$ cat src/tsot_pkg.sv
// Shared types, constants and register indexes for the trigger shape overlap test.
package tsot_pkg;

  // Coordinate width; Q(CB-16).16 signed.
  localparam int CB        = 32;
  localparam int DATA_W    = (CB > 32) ? 64 : 32;
  localparam int ADDR_LSB  = (CB > 32) ? 3 : 2;
  localparam int REG_IDX_W = 3;
  localparam int PADDR_W   = ADDR_LSB + REG_IDX_W;

  typedef logic signed [CB-1:0] coord_t;
  typedef logic signed [CB:0]   coord_ext_t;
  typedef logic [CB-2:0]        radius_t;
  typedef logic [CB-1:0]        mag_t;
  typedef logic [2*CB-1:0]      square_t;
  typedef logic [REG_IDX_W-1:0] reg_idx_t;

  // Register indexes of the configuration port.
  localparam reg_idx_t REG_VOL_IS_CIRCLE = 3'd0;
  localparam reg_idx_t REG_VOL_MIN_X     = 3'd1;
  localparam reg_idx_t REG_VOL_MAX_X     = 3'd2;
  localparam reg_idx_t REG_VOL_MIN_Y     = 3'd3;
  localparam reg_idx_t REG_VOL_MAX_Y     = 3'd4;
  localparam reg_idx_t REG_VOL_CENTER_X  = 3'd5;
  localparam reg_idx_t REG_VOL_CENTER_Y  = 3'd6;
  localparam reg_idx_t REG_VOL_RADIUS    = 3'd7;

  // One shape: bounding box, circle center and radius.
  typedef struct packed {
    logic    is_circle;
    coord_t  min_x;
    coord_t  max_x;
    coord_t  min_y;
    coord_t  max_y;
    coord_t  cx;
    coord_t  cy;
    radius_t radius;
  } shape_t;

  // Result of the compare stage: distances and radius ready for squaring.
  typedef struct packed {
    logic reject;
    logic use_sq;
    logic box_hit;
    mag_t mag_x;
    mag_t mag_y;
    mag_t rad;
  } prep_t;

  // Result of the squaring stage.
  typedef struct packed {
    logic    reject;
    logic    use_sq;
    logic    box_hit;
    square_t sq_x;
    square_t sq_y;
    square_t sq_r;
  } sq_stage_t;

  // Sign-extend a coordinate by one bit.
  function automatic coord_ext_t sx(input coord_t c);
    sx = {c[CB-1], c};
  endfunction

endpackage

$ cat src/tsot_prep.sv
// Compare stage: bounding-box reject, box-box test and clamped distances.
module tsot_prep (
  input  logic             clk,
  input  logic             en,
  input  tsot_pkg::shape_t probe,
  input  tsot_pkg::shape_t vol,
  output tsot_pkg::prep_t  prep_r
);
  import tsot_pkg::*;

  // Distance from c to the interval [lo, hi]; below lo takes lo first.
  function automatic mag_t clamp_mag(input coord_t c, input coord_t lo, input coord_t hi);
    coord_ext_t d_lo;
    coord_ext_t d_hi;
    d_lo = sx(lo) - sx(c);
    d_hi = sx(c) - sx(hi);
    if (c < lo) begin
      clamp_mag = d_lo[CB-1:0];
    end else if (c > hi) begin
      clamp_mag = d_hi[CB-1:0];
    end else begin
      clamp_mag = '0;
    end
  endfunction

  prep_t      prep_nxt;
  coord_ext_t vr_e;
  coord_ext_t vb_min_x, vb_max_x, vb_min_y, vb_max_y;
  logic       vcirc, pcirc, both_circ;
  coord_t     c_x, c_y, lo_x, hi_x, lo_y, hi_y;

  assign vcirc     = vol.is_circle;
  assign pcirc     = probe.is_circle;
  assign both_circ = vcirc && pcirc;
  assign vr_e      = coord_ext_t'({2'b00, vol.radius});

  // Volume bounds: the box itself, or center plus or minus radius.
  always_comb begin
    if (vcirc) begin
      vb_min_x = sx(vol.cx) - vr_e;
      vb_max_x = sx(vol.cx) + vr_e;
      vb_min_y = sx(vol.cy) - vr_e;
      vb_max_y = sx(vol.cy) + vr_e;
    end else begin
      vb_min_x = sx(vol.min_x);
      vb_max_x = sx(vol.max_x);
      vb_min_y = sx(vol.min_y);
      vb_max_y = sx(vol.max_y);
    end
  end

  // Pick the circle and the box for the closest-point test. For two circles
  // the box shrinks to the probe center, which yields the center distance.
  always_comb begin
    if (both_circ) begin
      c_x  = vol.cx;     c_y  = vol.cy;
      lo_x = probe.cx;   hi_x = probe.cx;
      lo_y = probe.cy;   hi_y = probe.cy;
    end else if (vcirc) begin
      c_x  = vol.cx;      c_y  = vol.cy;
      lo_x = probe.min_x; hi_x = probe.max_x;
      lo_y = probe.min_y; hi_y = probe.max_y;
    end else begin
      c_x  = probe.cx;    c_y  = probe.cy;
      lo_x = vol.min_x;   hi_x = vol.max_x;
      lo_y = vol.min_y;   hi_y = vol.max_y;
    end
  end

  always_comb begin
    prep_nxt.reject = !(vb_min_x <= sx(probe.max_x) && sx(probe.min_x) <= vb_max_x &&
                        vb_min_y <= sx(probe.max_y) && sx(probe.min_y) <= vb_max_y);
    prep_nxt.use_sq  = vcirc || pcirc;
    prep_nxt.box_hit = vol.min_x <= probe.max_x && probe.min_x <= vol.max_x &&
                       vol.min_y <= probe.max_y && probe.min_y <= vol.max_y;
    prep_nxt.mag_x   = clamp_mag(c_x, lo_x, hi_x);
    prep_nxt.mag_y   = clamp_mag(c_y, lo_y, hi_y);
    // Radius of the exact test: the sum of both radii for two circles.
    if (both_circ) begin
      prep_nxt.rad = {1'b0, vol.radius} + {1'b0, probe.radius};
    end else if (vcirc) begin
      prep_nxt.rad = {1'b0, vol.radius};
    end else begin
      prep_nxt.rad = {1'b0, probe.radius};
    end
  end

  always_ff @(posedge clk) begin
    if (en) begin
      prep_r <= prep_nxt;
    end
  end

endmodule

$ cat config.mk
export PLATFORM = sky130hd
export DESIGN_NAME = tsot_prep
export DESIGN_NICKNAME = d
export VERILOG_FILES = /design/src/tsot_pkg.sv /design/src/tsot_prep.sv
export SDC_FILE = /design/constraint.sdc
export NUM_CORES = 2
export LEC_CHECK = 0
export BUFFER_PORTS_ARGS = -buffer_cell sky130_fd_sc_hd__buf_2
export CORE_MARGIN = 4
export CORE_UTILIZATION = 40
export CTS_BUF_LIST = sky130_fd_sc_hd__clkbuf_8
export CTS_CLUSTER_SIZE = 12
export DETAILED_ROUTE_END_ITERATION = 12
export SLEW_MARGIN = 20
export SYNTH_ARGS = -nofsm -noshare
export SYNTH_HDL_FRONTEND = slang
export SYNTH_SLANG_ARGS = --single-unit
export TNS_END_PERCENT = 5
$ cat constraint.sdc
create_clock -name clk -period 5.2 [get_ports clk]
set_input_delay 0.52 -clock clk [delete_from_list [all_inputs] [get_ports clk]]
set_output_delay 0.52 -clock clk [all_outputs]
set_load 0.03 [all_outputs]
### Word-level counts from Yosys, hierarchy flattened

Cells that the tools add are included.

* output and inout port bits: 99
* bits of input ports: 450
* logic and storage cells: 58
* register bits: 99

* add/sub/neg operators: 9
* muxes and demuxes: 22
* reductions and logical operators: 9
* magnitude comparators: 12

Operators by type and width (count)
* 2-to-1 mux 32 bit: 17
* 2-to-1 mux 33 bit: 4
* <= comparator 32 bit: 4
* subtractor 32 bit: 4
* adder 32 x 32 -> 33 bit: 2
* <= comparator 32 x 33 -> 1 bit: 2
* <= comparator 33 x 32 -> 1 bit: 2
* subtractor 32 x 32 -> 33 bit: 2
* > comparator 32 bit: 2
* < comparator 32 bit: 2
* adder 31 x 31 -> 32 bit: 1
* 2-to-1 mux 31 bit: 1
* logical AND 1 bit: 7
* logical NOT 1 bit: 1
* logical OR 1 bit: 1

### Logic depth before layout (Yosys ltp)

* word-level depth: 7
* depth in mapped cells: 22
* gate-level depth less buffers: 22

### Least setup slack after synthesis

Ideal clock, no wire load.

* kind: input -> register
* start: input port vol[0] in the netlist's numbering
* end: register prep_r[98] in the netlist's numbering, data pin
* setup time: 259 ps
* arrival: 4601 ps
* required time: 4941 ps
* buffers on the path: 0
* slack: 340 ps
* stages on the path: 22
* cells stage by stage: ha_1 > inv_1 > fa_1 > nor2_4 > o311a_4 > o22a_4 > o311ai_4 > nand2_4 > a2111oi_4 > o31ai_1 > a211o_1 > o221ai_1 > ha_1 > a21o_1 > a21o_1 > a21o_1 > a21o_1 > a21oi_1 > nor2b_1 > a2111oi_0 > a21oi_1 > a211o_1

RTL lines
* from (decl): line tsot_prep.sv:6 `input tsot_pkg::shape_t vol,`
* to (signal assigned): line tsot_prep.sv:90 `prep_r <= prep_nxt;`
* to (decl): line tsot_prep.sv:7 `output tsot_pkg::prep_t prep_r`

==> results.txt <==
The kind of path behind the tightest hold check was input port to flip-flop. The critical path in this run is classified as input port to flip-flop. The number of remaining DRC errors is 0.

The H-tree was split into 3 levels. For this run, the top clock speed supported by timing is 200 MHz. The layout has 7579 filler cells.

The part of the Yosys area used for sequential elements was 0.102; the detailed-router iteration count before antenna repair was 6. The total power per unit cell area was 202 mW/mm^2. In the layout the commonest cells are 545 x sky130_fd_sc_hd__buf_2, 543 x sky130_fd_sc_hd__ha_1, 355 x sky130_fd_sc_hd__a21oi_1, 341 x sky130_fd_sc_hd__inv_1, 297 x sky130_fd_sc_hd__nor2_1. For this run, the number of Yosys warnings is 0. In this run, distinct cell masters in the synthesized netlist total 95. The die is 278 microns tall. The tools report the global-route congestion overflow total as 0. The logs give 0 for the final-report hold violation count and 1.02 for the final estimated routing congestion in global placement. The library cell used most frequently in the layout, excluding fill and tap cells, is sky130_fd_sc_hd__buf_2. The portion of the clock cycle consumed by the worst path in the final layout works out to 0.961. Pin placement for this block handled 549 I/O pins. Summed over all nets, the half-perimeter wirelength after detailed placement is 110000 microns. The worst path in the final design needs a cycle of 4.99 ns, including I/O delays and setup.

After clock tree synthesis, the flow added hold-fix buffers numbering 0. The run gives 0.0292 sq mm as the synthesized cell area. The flip-flop count of the largest register after layout is 99. Following the worst setup path forward leads to its endpoint at prep_r[98]$_DFFE_PP_. The cell count after synthesis came out at 3937. Initial core utilization: 0.406. The initial antenna violation count is 24, and the via count of the first global-routing pass is 31800.

Count of max-cap constraint violations: 0. The chip width works out to 278 microns. The first global-routing pass estimated 187000 microns of wire.

The clock transition at the register clock pins on the worst setup and hold paths after CTS is 0.13 ns. Most frequently used flop master after synthesis: sky130_fd_sc_hd__edfxtp_1. The tree is rooted in a sky130_fd_sc_hd__clkbuf_8. The die covers 0.0775 sq mm. The clock passes through at most 2 buffers.

The fraction of registers with async set/reset was 0; the sum of internal, switching and leakage power was 0.00697 W. The headroom to the max-slew limit was 0.241; the clock buffer count from CTS was 9. The quantity of I/O buffers inserted on ports was 548; the core area was 0.0720 sq mm. The detail route stage leaves a number of antenna-violating nets equal to 0. For the instance area at placement, the log shows 0.0343 sq mm. Synthesis inferred 99 register bits. The pin slew with the least headroom to its limit is 1.13 ns. TritonCTS built the clock tree. The run gives 69 as the largest net degree at the start of global routing. The number of synthesized flops with an enable pin is 99.

In the final layout, the multi-input gates occupy 0.0244 sq mm. The global-route usage over all layers is 0.311, and the arrival time at the worst endpoint is 5.25 ns. For the count of vias placed by the detailed router, the log shows 32700.

Dividing the detail-routed wire length by the instance count gives 23.1 microns. For the sum of routed wire length over all layers, the log shows 127000 microns. The tools report the endpoint type of the worst setup path as a flip-flop. In this run the static leakage power is 17.2 nW. The average instance area after synthesis is 7.42 sq um. The tools report the sort of element at the start of the critical path as an input port. The register with the most flip-flops in the final layout is prep_r. Counting every sink on the clock net gives 99. Of all nets on the critical path, the largest fanout is 3.

The floorplan has 98 rows. The fraction of final layout cells with drive strength greater than 1 is 0.190. In this run the worst setup path begins at vol[1].

The logs give 0 for the final count of pins violating max slew and 5.45 ns for the endpoint required time on the critical path. The flow ran to the end, and the final reports show no timing, DRC or antenna violations. Summing all flip-flop and latch instances after layout gives 0.00297 sq mm.

The worst hold path begins at probe[13]. When the netlist entered floorplanning its net count stood at 4939. The area overhead of the layout relative to synthesis was 18.0%. The final layout contains 5554 nets.

The largest registers in the layout are prep_r: 99 flops. The worst-case IR drop observed on VDD is 0.199 mV. The post-route standard cell area excluding fillers was 0.0345 sq mm; the count of routing violations after the opening detailed-route iteration was 2729. Dividing the detail-routed via count by the number of cells gives 5.91.

Setup violations remaining at the end of the flow were counted as 0.
per-layer routing:
layer	wire, microns	share of wire	track usage	up-vias
li1	-	-	-	15900
met1	53600	0.42	0.400	15200
met2	58300	0.46	0.522	1317
met3	8500	0.067	0.0331	247
met4	6880	0.054	0.150	8
met5	44	0.00035	0	-
synth_stat cells, types with 30 or more instances:
library cell,n,area (sq um)
sky130_fd_sc_hd__nor3_1,72,360
sky130_fd_sc_hd__xor2_1,55,482
sky130_fd_sc_hd__edfxtp_1,99,2970
sky130_fd_sc_hd__a31oi_1,80,500
sky130_fd_sc_hd__o22ai_1,61,382
sky130_fd_sc_hd__nor2_1,297,1110
sky130_fd_sc_hd__ha_1,543,6790
sky130_fd_sc_hd__o21ai_0,271,1360
sky130_fd_sc_hd__clkbuf_1,112,420
sky130_fd_sc_hd__nand3_1,66,330
sky130_fd_sc_hd__and3_1,32,200
sky130_fd_sc_hd__or3_1,33,206
sky130_fd_sc_hd__o31ai_1,30,225
sky130_fd_sc_hd__a21o_1,201,1510
sky130_fd_sc_hd__nor2b_1,46,288
sky130_fd_sc_hd__mux2i_1,99,991
sky130_fd_sc_hd__a21oi_1,355,1780
sky130_fd_sc_hd__nand2_1,280,1050
sky130_fd_sc_hd__o211ai_1,76,571
sky130_fd_sc_hd__nand4_1,83,519
sky130_fd_sc_hd__o21a_1,48,360
sky130_fd_sc_hd__mux2_2,39,439
sky130_fd_sc_hd__nand2b_1,37,231
sky130_fd_sc_hd__o21bai_1,52,390
sky130_fd_sc_hd__xnor2_1,145,1270
sky130_fd_sc_hd__inv_1,341,1280
through the flow:
stage | hold WS [ns] | TNS (ns) | std cells | utilization | worst slack, ns
3_5_place_dp | 0.863 | -0.340 | 5491 | 0.476 | -0.340
3_3_place_gp | 0.851 | -0.254 | 5491 | 0.476 | -0.254
5_1_grt | 0.378 | -0.00219 | 5518 | 0.479 | -0.00219
4_1_cts | 0.330 | 0 | 5507 | 0.478 | 0.189
2_1_floorplan | 0.632 | 0 | 3937 | - | 0.340
6_report | 0.370 | 0 | 5522 | 0.479 | 0.205
critical path, stage by stage:
cell	delay, ns
sky130_fd_sc_hd__buf_2	0.11
sky130_fd_sc_hd__inv_1	0.06
sky130_fd_sc_hd__ha_1	0.30
sky130_fd_sc_hd__nor2b_1	0.15
sky130_fd_sc_hd__o2111a_1	0.25
sky130_fd_sc_hd__nor3_1	0.17
sky130_fd_sc_hd__buf_4	0.15
sky130_fd_sc_hd__nor3_1	0.07
sky130_fd_sc_hd__o31ai_1	0.50
sky130_fd_sc_hd__a31oi_2	0.22
sky130_fd_sc_hd__buf_4	0.19
sky130_fd_sc_hd__a41oi_1	0.23
sky130_fd_sc_hd__xnor2_1	0.10
sky130_fd_sc_hd__mux2_2	0.28
sky130_fd_sc_hd__ha_1	0.18
sky130_fd_sc_hd__a21o_1	0.15
sky130_fd_sc_hd__a21o_1	0.17
sky130_fd_sc_hd__a21oi_1	0.15
sky130_fd_sc_hd__nor2_1	0.05
sky130_fd_sc_hd__a2111oi_0	0.37
sky130_fd_sc_hd__buf_4	0.19
sky130_fd_sc_hd__o31ai_1	0.06
sky130_fd_sc_hd__o311ai_1	0.16
sky130_fd_sc_hd__o211ai_1	0.19
sky130_fd_sc_hd__a211o_1	0.25
worst min path at each step:
| stage | cells after the start | endpoint | slack [ns] |
|---|---|---|---|
| after detailed placement | 3 | prep_r[30]$_DFFE_PP_ | 0.86 |
| after CTS | 3 | prep_r[30]$_DFFE_PP_ | 0.33 |
| after floorplan | 0 | prep_r[0]$_DFFE_PP_ | 0.63 |
| final | 3 | prep_r[13]$_DFFE_PP_ | 0.37 |
| after global placement | 3 | prep_r[30]$_DFFE_PP_ | 0.85 |
| after global routing | 3 | prep_r[25]$_DFFE_PP_ | 0.38 |
where the power goes:
group | switching (W) | internal, W
clock | 0.000431 | 0.000175
combinational | 0.00313 | 0.00205
sequential | 0.0000566 | 0.00113
logic make-up after synthesis:
| kind of cell | share of synthesized area |
|---|---|
| AOI/OAI and AO/OA | 0.313 |
| and+or+nand+nor | 0.173 |
| adders and majority gates | 0.239 |
| buffers and inverters | 0.0646 |
| xor gates and xnor gates | 0.0599 |
| muxes | 0.0489 |
| DFF | 0.102 |
what timing repair did:
item                       in CTS  in global routing
gates resized for setup         0                  5
buffers inserted                0                  0
setup endpoints to repair       0                  1
area by class of cell:
type | count | share of cell area
repair buffers | 755 | 0.129
inverters | 342 | 0.0372
diodes | 15 | 0.00109
clock inverters | 7 | 0.00127
multi-input cells | 3345 | 0.707
clock buffers | 9 | 0.00359
well taps | 950 | 0.0345
flip-flops and latches | 99 | 0.0862
Note: power is estimated with default switching activity, not from simulation.
